## config.mk

```make
export PLATFORM = sky130hd
export DESIGN_NAME = lru_fully_associative_lookup_unit_flat
export DESIGN_NICKNAME = d
export VERILOG_FILES = /design/src/rtl/lrufa_pkg.sv /design/src/rtl/lrufa_ifs.sv /design/src/rtl/lru_fully_associative_lookup_unit.sv /design/src/rtl/lrufa_cell.sv /design/src/flat_wrapper.sv
export SDC_FILE = /design/constraint.sdc
export NUM_CORES = 1
export LEC_CHECK = 0
export BUFFER_PORTS_ARGS = -buffer_cell sky130_fd_sc_hd__buf_2
export CELL_PAD_IN_SITES_DETAIL_PLACEMENT = 0
export CELL_PAD_IN_SITES_GLOBAL_PLACEMENT = 1
export CORE_MARGIN = 4
export CORE_UTILIZATION = 25
export DETAILED_ROUTE_END_ITERATION = 16
export GPL_TIMING_DRIVEN = 0
export PLACE_DENSITY_LB_ADDON = 0.1
export SETUP_SLACK_MARGIN = 0.05
export SLEW_MARGIN = 20
export SYNTH_ARGS = -nofsm -noshare
export SYNTH_HDL_FRONTEND = slang
export SYNTH_SLANG_ARGS = --single-unit
```

## constraint.sdc

```tcl
create_clock -name clk -period 16.8 [get_ports clk]
set_input_delay 2.52 -clock clk [delete_from_list [all_inputs] [get_ports clk]]
set_output_delay 2.52 -clock clk [all_outputs]
set_load 0.01 [all_outputs]
```

## src/rtl/lrufa_pkg.sv

```systemverilog
// lrufa_pkg: shared field widths and the control group that drives the cell row
// of the lru lookup unit. No dependencies.

package lrufa_pkg;

  // widths of the channel fields
  localparam int ACCESS_KEY_W   = 32;
  localparam int HIT_POSITION_W = 4;
  localparam int ACTIVE_WAYS_W  = 5;

  // reset value of the active way count
  localparam logic [ACTIVE_WAYS_W-1:0] ACTIVE_WAYS_RESET = 5'd16;

  // control broadcast from the top level to every cell
  typedef struct packed {
    logic compare;  // latch the match flag against the incoming key
    logic update;   // apply the recency update
    logic hit;      // some cell matched
    logic full;     // miss with every way in use, evict the front
  } cell_ctrl_t;

endpackage

```

## src/rtl/lrufa_ifs.sv

```systemverilog
// lrufa_ifs: valid/ready channel interfaces of the lru lookup unit
// (request, response, configuration write). Depends on lrufa_pkg.

interface lrufa_req_if;
  logic                                valid;
  logic                                ready;
  logic [lrufa_pkg::ACCESS_KEY_W-1:0]  access_key;

  modport source (output valid, output access_key, input ready);
  modport sink   (input valid, input access_key, output ready);
endinterface

interface lrufa_rsp_if;
  logic                                 valid;
  logic                                 ready;
  logic                                 hit;
  logic [lrufa_pkg::HIT_POSITION_W-1:0] hit_position;
  logic                                 evicted_valid;
  logic [lrufa_pkg::ACCESS_KEY_W-1:0]   evicted_key;

  modport source (output valid, output hit, output hit_position, output evicted_valid,
                  output evicted_key, input ready);
  modport sink   (input valid, input hit, input hit_position, input evicted_valid,
                  input evicted_key, output ready);
endinterface

interface lrufa_cfg_if;
  logic                                valid;
  logic                                ready;
  logic [lrufa_pkg::ACTIVE_WAYS_W-1:0] active_ways;

  modport source (output valid, output active_ways, input ready);
  modport sink   (input valid, input active_ways, output ready);
endinterface

```

## src/rtl/lru_fully_associative_lookup_unit.sv

```systemverilog
// lru_fully_associative_lookup_unit: top level of the fully associative lru lookup.
// Holds the row of lrufa_cell slots, the fill count and the response register.
// Depends on lrufa_pkg, lrufa_ifs and lrufa_cell.
//
// Usage
//   req : one access key per request; cfg : write of active_ways (1..WAYS in use,
//   0 acts as 1, larger values act as WAYS), to be written by the user only while the
//   unit is idle, which the unit itself does not enforce. rsp : one response per
//   request with hit, hit_position, evicted_valid and evicted_key.
// Timing
//   A request is compared against all slots at the accept edge, which latches the
//   match flags; in the update state the row shifts and the response register
//   loads. A new request is accepted only after the previous one has left the
//   update state; the compare-then-shift pass through the cell row keeps it busy.
//   While the response waits for rsp.ready the next request is still accepted;
//   its update stalls until the response register is free.
// Reset
//   rst clears the fill count, the response valid and restores active_ways to 16.
//   Slot contents are not cleared; only slots below the fill count are ever read.

module lru_fully_associative_lookup_unit #(
  parameter int WAYS     = 16,
  parameter int KEY_BITS = 32
) (
  input  logic         clk,
  input  logic         rst,
  lrufa_req_if.sink    req,
  lrufa_rsp_if.source  rsp,
  lrufa_cfg_if.sink    cfg
);

  localparam int FILL_W = $clog2(WAYS + 1);
  localparam int POS_W  = (WAYS > 1) ? $clog2(WAYS) : 1;

  typedef enum logic [1:0] {
    S_IDLE = 2'b01,
    S_UPD  = 2'b10
  } state_t;

  state_t                               state;
  state_t                               state_next;
  logic [lrufa_pkg::ACTIVE_WAYS_W-1:0]  active_ways;
  logic [FILL_W-1:0]                    fill;
  logic [FILL_W-1:0]                    fill_clamp;
  logic [FILL_W-1:0]                    fill_next;
  logic [FILL_W-1:0]                    ways;
  logic [FILL_W-1:0]                    cell_fill;
  logic [KEY_BITS-1:0]                  in_key;
  logic [KEY_BITS-1:0]                  key;
  logic                                 req_fire;
  logic                                 rsp_free;
  logic                                 do_update;
  logic                                 hit_any;
  logic                                 full;
  logic [POS_W-1:0]                     pos;
  lrufa_pkg::cell_ctrl_t                ctrl;
  logic [KEY_BITS-1:0]                  entry   [WAYS];
  logic [KEY_BITS-1:0]                  nbr     [WAYS];
  logic [WAYS-1:0]                      match;
  logic [WAYS:0]                        seen;

  // handshakes
  assign req.ready = (state == S_IDLE);
  assign cfg.ready = 1'b1;
  assign req_fire  = req.valid && req.ready;
  assign rsp_free  = !rsp.valid || rsp.ready;
  assign do_update = (state == S_UPD) && rsp_free;

  // key kept to KEY_BITS bits
  assign in_key = KEY_BITS'(req.access_key);

  // ways in use, clamped to 1..WAYS
  always_comb begin
    if (active_ways == '0) begin
      ways = FILL_W'(1);
    end else if (int'(active_ways) > WAYS) begin
      ways = FILL_W'(WAYS);
    end else begin
      ways = FILL_W'(active_ways);
    end
  end

  // fill count cut to the ways in use at each access
  assign fill_clamp = (fill > ways) ? ways : fill;
  assign cell_fill  = (state == S_IDLE) ? fill_clamp : fill;

  // hit detection and position encode over the latched match flags
  assign hit_any = |match;
  assign full    = !hit_any && (fill == ways);

  always_comb begin
    pos = '0;
    for (int i = 0; i < WAYS; i++) begin
      if (match[i]) begin
        pos = pos | POS_W'(i);
      end
    end
  end

  // cell control
  assign ctrl.compare = req_fire;
  assign ctrl.update  = do_update;
  assign ctrl.hit     = hit_any;
  assign ctrl.full    = full;

  // cell row, each slot hands its key down to the slot below
  assign seen[0] = 1'b0;

  for (genvar g = 0; g < WAYS; g++) begin : g_cell
    if (g + 1 < WAYS) begin : g_nbr
      assign nbr[g] = entry[g + 1];
    end else begin : g_last
      assign nbr[g] = '0;
    end

    lrufa_cell #(
      .KEY_BITS (KEY_BITS),
      .FILL_W   (FILL_W),
      .IDX      (g)
    ) u_cell (
      .clk        (clk),
      .ctrl       (ctrl),
      .fill       (cell_fill),
      .cmp_key    (in_key),
      .upd_key    (key),
      .next_entry (nbr[g]),
      .seen_in    (seen[g]),
      .entry      (entry[g]),
      .match      (match[g]),
      .seen_out   (seen[g + 1])
    );
  end

  // next state
  always_comb begin
    state_next = state;
    unique case (state)
      S_IDLE: begin
        if (req_fire) begin
          state_next = S_UPD;
        end
      end
      S_UPD: begin
        if (do_update) begin
          state_next = S_IDLE;
        end
      end
      default: state_next = S_IDLE;
    endcase
  end

  // fill count after the update
  assign fill_next = (hit_any || full) ? fill : fill + FILL_W'(1);

  // control registers
  always_ff @(posedge clk) begin
    if (rst) begin
      state       <= S_IDLE;
      fill        <= '0;
      active_ways <= lrufa_pkg::ACTIVE_WAYS_RESET;
    end else begin
      state <= state_next;
      if (cfg.valid && cfg.ready) begin
        active_ways <= cfg.active_ways;
      end
      if (req_fire) begin
        fill <= fill_clamp;
      end else if (do_update) begin
        fill <= fill_next;
      end
    end
  end

  // latched request key
  always_ff @(posedge clk) begin
    if (req_fire) begin
      key <= in_key;
    end
  end

  // response valid
  always_ff @(posedge clk) begin
    if (rst) begin
      rsp.valid <= 1'b0;
    end else if (do_update) begin
      rsp.valid <= 1'b1;
    end else if (rsp.ready) begin
      rsp.valid <= 1'b0;
    end
  end

  // response payload
  always_ff @(posedge clk) begin
    if (do_update) begin
      rsp.hit           <= hit_any;
      rsp.hit_position  <= lrufa_pkg::HIT_POSITION_W'(pos);
      rsp.evicted_valid <= full;
      rsp.evicted_key   <= full ? lrufa_pkg::ACCESS_KEY_W'(entry[0]) : '0;
    end
  end

`ifndef SYNTHESIS
  // stored keys are unique, so at most one slot matches
  a_match_onehot: assert property (@(posedge clk) disable iff (rst)
    (state == S_UPD) |-> $onehot0(match))
    else $error("more than one slot matched the key");

  // the fill count never passes the ways in use after an update
  a_fill_bound: assert property (@(posedge clk) disable iff (rst)
    do_update |=> (fill <= ways))
    else $error("fill count exceeds ways in use");

  // an accepted request always moves to the update step
  a_accept_upd: assert property (@(posedge clk) disable iff (rst)
    req_fire |=> (state == S_UPD))
    else $error("accepted request did not reach the update step");

  // a hit never reports an eviction
  a_hit_no_evict: assert property (@(posedge clk) disable iff (rst)
    rsp.valid |-> !(rsp.hit && rsp.evicted_valid))
    else $error("response reports both hit and eviction");
`endif

endmodule

```

## src/rtl/lrufa_cell.sv

```systemverilog
// lrufa_cell: one recency slot of the lru stack. Holds a key, compares it,
// and takes its neighbor's key when the stack shifts. Depends on lrufa_pkg.

module lrufa_cell #(
  parameter int KEY_BITS = 32,
  parameter int FILL_W   = 5,
  parameter int IDX      = 0
) (
  input  logic                  clk,
  input  lrufa_pkg::cell_ctrl_t ctrl,
  input  logic [FILL_W-1:0]     fill,
  input  logic [KEY_BITS-1:0]   cmp_key,
  input  logic [KEY_BITS-1:0]   upd_key,
  input  logic [KEY_BITS-1:0]   next_entry,
  input  logic                  seen_in,
  output logic [KEY_BITS-1:0]   entry,
  output logic                  match,
  output logic                  seen_out
);

  localparam logic [FILL_W-1:0] POS      = FILL_W'(IDX);
  localparam logic [FILL_W-1:0] POS_NEXT = FILL_W'(IDX + 1);

  logic valid;
  logic below_top;
  logic at_top;
  logic shift;

  assign valid     = POS < fill;
  assign below_top = POS_NEXT < fill;
  assign at_top    = POS_NEXT == fill;

  // a hit at or below this slot has been seen along the chain
  assign seen_out = seen_in | match;

  // hit: slots from the hit up to just below the top shift; full miss: every slot below the top shifts
  assign shift = below_top && (ctrl.hit ? seen_out : ctrl.full);

  // match flag, latched at request accept
  always_ff @(posedge clk) begin
    if (ctrl.compare) begin
      match <= valid && (entry == cmp_key);
    end
  end

  // recency update
  always_ff @(posedge clk) begin
    if (ctrl.update) begin
      if (shift) begin
        entry <= next_entry;
      end else if ((ctrl.hit || ctrl.full) && at_top) begin
        entry <= upd_key;
      end else if (!ctrl.hit && !ctrl.full && (POS == fill)) begin
        entry <= upd_key;
      end
    end
  end

endmodule

```

## src/flat_wrapper.sv

```systemverilog
// flat-port wrapper written by rule: the top's interface ports become plain ports
module lru_fully_associative_lookup_unit_flat 
#(
  parameter int WAYS     = 16,
  parameter int KEY_BITS = 32
)
  (clk, rst, req_valid, req_access_key, req_ready, rsp_valid, rsp_hit, rsp_hit_position, rsp_evicted_valid, rsp_evicted_key, rsp_ready, cfg_valid, cfg_active_ways, cfg_ready);
  lrufa_req_if req_i ();
  lrufa_rsp_if rsp_i ();
  lrufa_cfg_if cfg_i ();
  input  logic clk;
  input  logic rst;
  input wire logic [$bits(req_i.valid)-1:0] req_valid;
  input wire logic [$bits(req_i.access_key)-1:0] req_access_key;
  output wire logic [$bits(req_i.ready)-1:0] req_ready;
  output wire logic [$bits(rsp_i.valid)-1:0] rsp_valid;
  output wire logic [$bits(rsp_i.hit)-1:0] rsp_hit;
  output wire logic [$bits(rsp_i.hit_position)-1:0] rsp_hit_position;
  output wire logic [$bits(rsp_i.evicted_valid)-1:0] rsp_evicted_valid;
  output wire logic [$bits(rsp_i.evicted_key)-1:0] rsp_evicted_key;
  input wire logic [$bits(rsp_i.ready)-1:0] rsp_ready;
  input wire logic [$bits(cfg_i.valid)-1:0] cfg_valid;
  input wire logic [$bits(cfg_i.active_ways)-1:0] cfg_active_ways;
  output wire logic [$bits(cfg_i.ready)-1:0] cfg_ready;
  assign req_i.valid = req_valid;
  assign req_i.access_key = req_access_key;
  assign req_ready = req_i.ready;
  assign rsp_valid = rsp_i.valid;
  assign rsp_hit = rsp_i.hit;
  assign rsp_hit_position = rsp_i.hit_position;
  assign rsp_evicted_valid = rsp_i.evicted_valid;
  assign rsp_evicted_key = rsp_i.evicted_key;
  assign rsp_i.ready = rsp_ready;
  assign cfg_i.valid = cfg_valid;
  assign cfg_i.active_ways = cfg_active_ways;
  assign cfg_ready = cfg_i.ready;
  lru_fully_associative_lookup_unit #(.WAYS(WAYS), .KEY_BITS(KEY_BITS)) u_core (.clk(clk), .rst(rst), .req(req_i), .rsp(rsp_i), .cfg(cfg_i));
endmodule
```

# Yosys cells after proc, flatten, opt, wreduce, memory -nomap -nowiden
# Index checks and enable logic that the tools add are counted.
word_totals:
  ff_bits: 611
  input_bits: 42
  output_inout_bits: 41
  wordCells: 318
op_classes:
  bitwise_logic: 15
  magnitude_cmp: 19
  n_mux: 86
  eq_ne: 38
  n_reduce_logical: 115
  n_addsub: 1
op_table:
  columns: ["op", "n"]
  rows:
  - ["32-bit 2-to-1 mux", 47]
  - ["32-bit == test", 16]
  - ["1-bit logical AND", 68]
  - ["3-bit nonzero test", 16]
  - ["4-bit by 5-bit == test with 1-bit output (first input constant)", 8]
  - ["4-bit by 5-bit less-than comparator with 1-bit output (first input constant)", 8]
  - ["2-bit AND reduction", 18]
  - ["5-bit 2-to-1 mux", 7]
  - ["1-bit 2-to-1 mux", 21]
  - ["3-bit by 5-bit == test with 1-bit output (first input constant)", 4]
  - ["3-bit by 5-bit less-than comparator with 1-bit output (first input constant)", 4]
  - ["16-bit OR reduction", 1]
  - ["1-bit bitwise OR", 15]
  - ["2-bit 2-to-1 mux", 6]
  - ["3-bit 2-to-1 mux", 4]
  - ["2-bit by 5-bit == test with 1-bit output (first input constant)", 2]
  - ["5-bit zero test", 2]
  - ["1-bit by 5-bit less-than comparator with 1-bit output (first input constant)", 2]
  - ["2-bit by 5-bit less-than comparator with 1-bit output (first input constant)", 2]
  - ["8-bit OR reduction", 1]
  - ["5-bit by 1-bit adder with 5-bit output (second input constant)", 1]
  - ["1-bit by 5-bit == test with 1-bit output (first input constant)", 1]
  - ["5-bit == test", 1]
  - ["5-bit == test (first input constant)", 1]
  - ["other kinds (13)", 18]

# Longest topological paths before layout
# Gate-level depths: netlist (run 1).
depth:
  word_depth: 19
  depth_mapped: 15
  mapped_depth_nobuf: 12

# Modules after synthesis
# Synthesis (run 1) repeated with hierarchy kept, for this count alone.
unflattened:
  hier_cells: 2170
  hier_area_um2: 33490.9
by_module_without_submodules:
  columns: ["mod", "seq_area_each_um2", "area_per_inst_um2", "n_inst", "cells_each"]
  rows:
  - ["lru_fully_associative_lookup_unit", 2362.3, 3256.9, 1, 218]
  - ["lrufa_cell (u_core.g_cell[9].u_cell)", 991.0, 1958.1, 1, 124]
  - ["lrufa_cell (u_core.g_cell[7].u_cell)", 991.0, 1956.9, 1, 123]
  - ["lrufa_cell (u_core.g_cell[15].u_cell)", 991.0, 1936.9, 1, 124]
  - ["lrufa_cell (u_core.g_cell[11].u_cell)", 991.0, 1935.6, 1, 123]
  - ["lrufa_cell (u_core.g_cell[5].u_cell)", 991.0, 1934.4, 1, 123]
  - ["lrufa_cell (u_core.g_cell[0].u_cell)", 991.0, 1930.6, 1, 121]
  - ["lrufa_cell (u_core.g_cell[10].u_cell)", 991.0, 1926.8, 1, 123]
  - ["lrufa_cell (u_core.g_cell[8].u_cell)", 991.0, 1925.6, 1, 121]
  - ["lrufa_cell (u_core.g_cell[6].u_cell)", 991.0, 1920.6, 1, 120]
  - ["lrufa_cell (u_core.g_cell[2].u_cell)", 991.0, 1915.6, 1, 120]
  - ["lrufa_cell (u_core.g_cell[3].u_cell)", 991.0, 1823.0, 1, 122]
  - ["lrufa_cell (u_core.g_cell[13].u_cell)", 991.0, 1821.7, 1, 122]
  - ["lrufa_cell (u_core.g_cell[4].u_cell)", 991.0, 1818.0, 1, 121]
  - ["3 more rows", null, null, null, null]

# Worst setup path before layout (run 1)
# No wires, ideal clock.
synth_path:
  path_type: "input-to-reg"
  startpoint: "input port rsp_ready"
  endpoint: "register u_core.g_cell[11].u_cell.entry[0] (enable)"
  setup_slack_ps: 10776
  setup_time_ps: 433
  stages: 5
  arrival_time_ps: 5591
  t_required_ps: 16367
  n_path_buf: 0
  cell_sequence: "nand2b_1 -> nand2_1 -> inv_1 -> a41oi_1 -> o22ai_1"
synth_between:
  elab_chain_cells: 3
synth_lines:
  columns: ["element", "line", "source"]
  rows:
  - ["from (decl)", "flat_wrapper.sv:21", "input wire logic [$bits(rsp_i.ready)-1:0] rsp_ready;"]
  - ["1-bit logical OR", "lru_fully_associative_lookup_unit.sv:66", "assign rsp_free = !rsp.valid || rsp.ready;"]
  - ["1-bit logical AND", "lru_fully_associative_lookup_unit.sv:67", "assign do_update = (state == S_UPD) && rsp_free;"]
  - ["net u_core.do_update", "lru_fully_associative_lookup_unit.sv:52", "logic do_update;"]
  - ["2-bit AND reduction (no line)", null, null]
  - ["to (signal assigned)", "lrufa_cell.sv:50", "entry <= next_entry;"]
  - ["to (signal assigned)", "lrufa_cell.sv:52", "entry <= upd_key;"]
  - ["to (signal assigned)", "lrufa_cell.sv:54", "entry <= upd_key;"]
  - ["to (decl)", "lrufa_cell.sv:16", "output logic [KEY_BITS-1:0] entry,"]
# The timed path passes the listed nets, and every way through them passes these cells.
# A chain may end at the register's enable or synchronous reset.

# Worst setup path in the final report (run 1)
layout_path:
  startpoint: "input port req_access_key[9]"
  endpoint: "register u_core.g_cell[12].u_cell.match, data pin"
layout_between:
  elab_chain_cells: 2
layout_lines:
  columns: ["element", "line", "source"]
  rows:
  - ["from (decl)", "flat_wrapper.sv:14", "input wire logic [$bits(req_i.access_key)-1:0] req_access_key;"]
  - ["32-bit == test", "lrufa_cell.sv:42", "match <= valid && (entry == cmp_key);"]
  - ["1-bit logical AND", "lrufa_cell.sv:42", null]
  - ["to (signal assigned)", "lrufa_cell.sv:42", null]
  - ["to (decl)", "lrufa_cell.sv:17", "output logic match,"]
# Every way passes these cells.

==> results of run 1 <==
## logic make-up (layout without fill, tap and decap cells)
group           after synthesis  after routing  synth area share [%]
simple gates                363            363                  6.57
xor+xnor                    512            512                  13.9
buf+inv                     180            428                  2.73
other cells                   1              2                0.0117
compound gates               86             86                  2.18
fa+ha+maj                     6              6                 0.233
mux                         487            487                  17.7
flops                       611            611                  56.6
## area by class of cell
cell class	instances	area, µm²	area share [%]
multi-input cells	1455	13300	35.0
repair buffers	104	962	2.53
plain buffers	167	833	2.19
flip-flops and latches	611	18200	48.0
well taps	1662	2080	5.48
clock inverters	40	340	0.896
clock buffers	104	2200	5.79
diodes	1	2.50	0.00659
inverters	13	51.3	0.135
## worst reg2reg max path: stages, from the launching register on
cell and delay, ps:
edfxtp_1 540, nor4_1 980, and4_1 460, buf_2 360, nand2_1 310, or3_1 410
o211ai_1 180, nand4b_1 540, nand2b_1 520, o22ai_4 350, buf_16 210, buf_16 190
## per-stage QoR
step           instances  total power (µW)  util [%]
2_1_floorplan       2246              2140         -
4_1_cts             4156              4100      29.7
5_1_grt             4156              4180      29.7
3_3_place_gp        3988              2350      27.1
3_5_place_dp        4012              2360      27.7
6_report            4157              4040      29.7
## layout by cell type, fill, tap and decap left out, drive strengths merged, types with 3 or more instances in the layout
| master | n |
|---|---|
| a21o | 3 |
| a21oi | 22 |
| a31oi | 4 |
| and2 | 33 |
| and3 | 38 |
| buf | 165 |
| bufinv | 6 |
| clkbuf | 210 |
| clkinv | 30 |
| dfxtp | 13 |
| edfxtp | 598 |
| ha | 6 |
| inv | 15 |
| mux2 | 481 |
| mux2i | 6 |
| nand2 | 23 |
| nand2b | 5 |
| nand3 | 10 |
| nand4 | 53 |
| nor2 | 41 |
| nor2b | 6 |
| nor3 | 23 |
| nor4 | 122 |
| o211ai | 4 |
| o21a | 4 |
| o21ai | 19 |
| o22ai | 5 |
| o32ai | 6 |
| xnor2 | 96 |
| xor2 | 416 |
## power breakdown
group	switching (µW)	internal [µW]	total (µW)
registers	24.1	1720	1740
clock network	707	1010	1720
logic	335	242	578
total	1070	2970	4040
## flip-flops by register name, indices dropped and copies added (netlist names)
name / cells
u_core.active_ways: 5
u_core.g_cell.u_cell.entry: 512
u_core.rsp.evicted_key: 32
u_core.rsp.valid: 1
u_core.key: 32
u_core.rsp.hit_position: 4
u_core.fill: 5
u_core.state: 2
u_core.rsp.hit: 1
u_core.rsp.evicted_valid: 1
u_core.g_cell.u_cell.match: 16
## layer usage
metal / track usage (%) / wire [µm] / up-vias
li1: - / - / 8747
met1: 25.3 / 58600 / 10206
met2: 30.7 / 60800 / 570
met3: 4.87 / 8680 / 102
met4: 4.05 / 2220 / 0
met5: 0 / 0 / -
## final timing paths
kind                                 startpoint                                 end  slack, ps  cells after the start
setup / recovery              req_access_key[9]      u_core.g_cell[12].u_cell.match      11050                      7
hold reg to reg                 u_core.state[1]                    u_core.rsp.valid        550                      2
setup reg to reg  u_core.g_cell[1].u_cell.match  u_core.g_cell[13].u_cell.entry[12]      11440                     11
hold / removal                  u_core.state[1]                    u_core.rsp.valid        550                      2
==> metrics.csv, run 1 <==
metric,value,unit
status,"complete, no violations",
first-pass GRT wire length,176000,µm
clock-pin slew on the worst setup and hold paths,60,ps
most common cell in the synthesized netlist,edfxtp_1,
setup tns final,0,ps
fillers,12851,
Mapped Cells,2246,
asr flop ratio synth,0,%
DRT Pass-1 Iters,5,
Vias,19625,
TritonCTS buffer count,80,
Worst slew margin,25.7,%
CTS Buffer Depth,3,
number of synthesized flops with an enable pin,598,
number of global-route vias before repair,20781,
Final Cell Area,38000,µm²
area of the die,135000,µm²
post-synth cell types,73,
hold slack,547,ps
root buf cell,clkbuf_16,
Yosys top cell by area,edfxtp_1,
port bufs,80,
routed wire length,130000,µm
Slew Limit Fails,0,
Worst Clk Skew,23.2,ps
post_cts resized,0,
Crit Path Class,input port to flop,
crit start category,input port,
placed instance area,35400,µm²
Final min period,5750,ps
leakage,0.0128,µW
max-cap violation count,0,
drt wl/cell,31.3,µm
Max Freq,174,MHz
cell family with most CP delay,buffers and inverters,
Synth area leaders,"edfxtp_1, mux2_2, xor2_1, mux2_4, xnor2_1",
Post-Synthesis Net Count,2294,
post-synthesis cell area,32200,µm²
Final ANT Viol Nets,0,
Synth-to-Final Area Change,18.0,%
total track usage,18.9,%
Critical Path RT,17260,ps
RePlAce Congestion,0.887,
DRC viols,0,
Detail Placement HPWL,107000,µm
Die Width,367,µm
postcts setup bufs,0,
Worst-Margin Slew,1110,ps
Initial Util,25.2,%
DRT iter0 DRCs,1799,
via density per instance,4.72,
num rows,131,
commonest cells in the netlist,"edfxtp_1, xor2_1, mux2_2, nor4_1, clkbuf_1",
Min-Delay Path Class,flop to flop,
CORE AREA,128000,µm²
number of synthesized register bits,611,
YS warnings,0,
CP bufs+invs,3,
CP peak stage delay,850,ps
remaining global-route overflow,0,
Final Hold Vio Count,0,
top-area cell type share of the netlist area,55.8,%
die height,367,µm
Mean Syn Cell Area,14.3,µm²
"Critical Path, Cell by Cell","buf_2, clkbuf_1, clkbuf_1, xor2_1, nor4_1, nand4_1, nor3_1",
I/O pins,83,
Final setup viols,0,
clk sink count,611,
Post-CTS Hold Buffers,0,
Clock Latency Late Sink,650,ps
Peak VDD IR,0.0614,mV
Main synth FF type,edfxtp_1,
Pwr Density,106,nW/µm²
fin crit share,34.2,%
register area share after synthesis,56.6,%
final-stage net count,2480,
WP data arrival,6210,ps
slowest cell on the critical path,clkbuf_1,
TritonCTS clock tree,yes,
Worst setup EP type,flop,
initial antenna violation count,7,
H-tree depth,3,
layout cells sized above 1,29.2,%
unrepaired setup endpoints after global routing,false,
crit path max fanout,10,
Worst Slack Setup Final,11050,ps
CP most frequent cell,clkbuf_1,
largest net degree at the start of global routing,37,
Place WS,10430,ps
(Power assumes the default switching activity.)
==> run 2, diff against run 1 <==
==> constraint.sdc (replaced) <==
create_clock -name clk -period 4.8 [get_ports clk]
set_input_delay 0.72 -clock clk [delete_from_list [all_inputs] [get_ports clk]]
set_output_delay 0.72 -clock clk [all_outputs]
set_load 0.01 [all_outputs]
==> metrics.csv, run 2 (same netlist as run 1, synthesis figures left out) <==
metric,value,unit,change
status,"complete, no violations",,
Critical Path RT,5190,ps,"-12,070 ps"
crit start category,flop,,
Final ANT Viol Nets,0,,unchanged
TritonCTS clock tree,yes,,
Clk pwr share,42.0,%,-0.5 points
via density per instance,4.73,,+0.16%
max reg flops,512,,unchanged
routing usage on met1,25.0,%,-0.30 points
H-tree depth,3,,unchanged
met3 Use GR,4.64,%,-0.23 points
number of global-route vias before repair,20824,,+0.21%
Pwr Total,14000,µW,+250%
Regs by FF count,"u_core.g_cell.u_cell.entry (512), u_core.key (32), u_core.rsp.evicted_key (32)",,
Worst-Margin Slew,1210,ps,+91.2 ps
Detail Placement HPWL,106000,µm,-1.4%
TritonCTS buffer count,79,,-1.3%
port bufs,80,,unchanged
Synth-to-Final Area Change,18.6,%,
first-pass GRT wire length,174000,µm,-0.61%
Pwr Density,368,nW/µm²,+250%
met2 usage,30.5,%,-0.24 points
Final Util,29.9,%,+0.15 points
Initial Util,25.2,%,unchanged
die height,367,µm,unchanged
Crit Path Class,flop to flop,,
Final min period,4560,ps,
slowest cell on the critical path,mux2i_4,,
max-cap violation count,0,,unchanged
area of the die,135000,µm²,unchanged
initial antenna violation count,7,,unchanged
fillers,12797,,-0.42%
num rows,131,,unchanged
Pint,10300,µW,+250%
DP Cell Count,4009,,-0.075%
Worst setup EP type,flop,,
crit path max fanout,14,,+4
I/O pins,83,,unchanged
Place WS,-685,ps,"-11,110 ps"
Peak VDD IR,0.224,mV,+260%
switching power,3680,µW,+250%
total track usage,18.7,%,-0.16 points
Final setup viols,0,,unchanged
fin crit share,95.0,%,
"most common cell after layout, fill and taps aside",edfxtp_1,,
Sw Share,26.3,%,-0.15 points
placed instance area,35300,µm²,-0.24%
Top reg by flops,u_core.g_cell.u_cell.entry,,
CP most frequent cell,o21ai_2,,
DRT iter0 DRCs,1866,,+3.7%
cell family with most CP delay,compound AO/OA/AOI/OAI gates,,
Seq pwr share,43.5,%,+0.3 points
Die Width,367,µm,unchanged
Worst Clk Skew,36.3,ps,+13.1 ps
Final Hold Vio Count,0,,unchanged
Final Cell Area,38200,µm²,+0.50%
Clock Latency Late Sink,660,ps,about the same
routed wire length,129000,µm,-0.98%
drt wl/cell,30.9,µm,-1.5%
Worst Slack Setup Final,240,ps,"-10,810 ps"
Comb pwr share,14.4,%,about the same
CTS Buffer Depth,3,,unchanged
root buf cell,clkbuf_16,,
DRC viols,0,,unchanged
Vias,19750,,+0.64%
final-stage net count,2502,,+0.89%
Slew Limit Fails,0,,unchanged
CP bufs+invs,4,,+1
DRT Pass-1 Iters,5,,unchanged
Post-CTS Hold Buffers,0,,unchanged
WP data arrival,4950,ps,-1260 ps
clock-pin slew on the worst setup and hold paths,60,ps,about the same
CP peak stage delay,440,ps,-410 ps
remaining global-route overflow,0,,unchanged
Max Freq,219,MHz,
leakage,0.0129,µW,+0.85%
layout cells sized above 1,30.1,%,+0.83 points
unrepaired setup endpoints after global routing,true,,
largest net degree at the start of global routing,37,,unchanged
CORE AREA,128000,µm²,unchanged
"non-filler cells, final",4177,,+0.48%
RePlAce Congestion,0.908,,+2.3%
Worst slew margin,18.9,%,-6.8 points
clk sink count,611,,unchanged
worst reg2reg setup slack,240,ps,"-11,200 ps"
"commonest cells after routing, fill and taps aside","edfxtp_1, xor2_1, mux2_2, clkbuf_1, nor4_1",,
"Critical Path, Cell by Cell","nor2b_1, inv_1, ha_1, and3_4, o21ai_2, a21oi_2, mux2i_4, buf_2, o211ai_1, o21ai_2, clkbuf_4, a21oi_4, buf_16",,
most used routing layer in global routing,met2,,
Min-Delay Path Class,input port to flop,,
## run 2: cell count changes in the layout (fill, tap and decap cells not counted), sizes merged
| cell | previous run | this run |
|---|---|---|
| clkbuf | 210 | 211 |
| clkinv | 30 | 29 |
| bufinv | 6 | 5 |
| clkinvlp | 2 | 0 |
| inv | 15 | 14 |
| buf | 165 | 187 |
| diode | 1 | 3 |
## run 2: through the flow
stage               TNS (ps)  hold WS [ps]
finish                     0           263
global route               0           239
CTS                        0           206
detailed placement    -67600           519
global placement     -964140           518
floorplan                  0           484
## run 2: worst paths after layout
check | startpoint | end | depth (start not counted)
max | u_core.active_ways[4] | u_core.g_cell[10].u_cell.entry[13] | 13
max reg2reg | u_core.active_ways[4] | u_core.g_cell[10].u_cell.entry[13] | 13
min | req_access_key[8] | u_core.key[8] | 1
min reg2reg | u_core.state[1] | u_core.rsp.valid | 2
## run 2: repair_timing
| item | 4_1_cts | 5_1_grt |
|---|---|---|
| endpoints found under the setup margin | 368 | 333 |
| resized for setup | 9 | 9 |
| setup buffers | 5 | 21 |
| pin swaps | 2 | 6 |
## run 2: layout make-up
class | instances | area, µm² | area share, %
inverter | 13 | 51.3 | 0.134
buffer | 167 | 836 | 2.19
clock inverter | 35 | 292 | 0.764
sequential | 611 | 18200 | 47.7
antenna | 3 | 7.51 | 0.0197
multi-input combinational | 1455 | 13400 | 35.0
timing repair buffer | 127 | 1130 | 2.97
clock buffer | 104 | 2200 | 5.76
tap | 1662 | 2080 | 5.45
## run 2: metal layers
metal	routed length, µm	share of wire, %
met1	57300	44
met2	60300	47
met3	8780	6.8
met4	2620	2.0
met5	23	0.018
## run 2: power by group through the flow
stage	Combinational (µW)	Clock, µW	Sequential (µW)
2_1_floorplan	1320	0	6170
3_3_place_gp	1990	0	6220
3_5_place_dp	2020	0	6220
4_1_cts	2030	6080	6110
5_1_grt	2150	6290	6110
6_report	2030	5900	6100
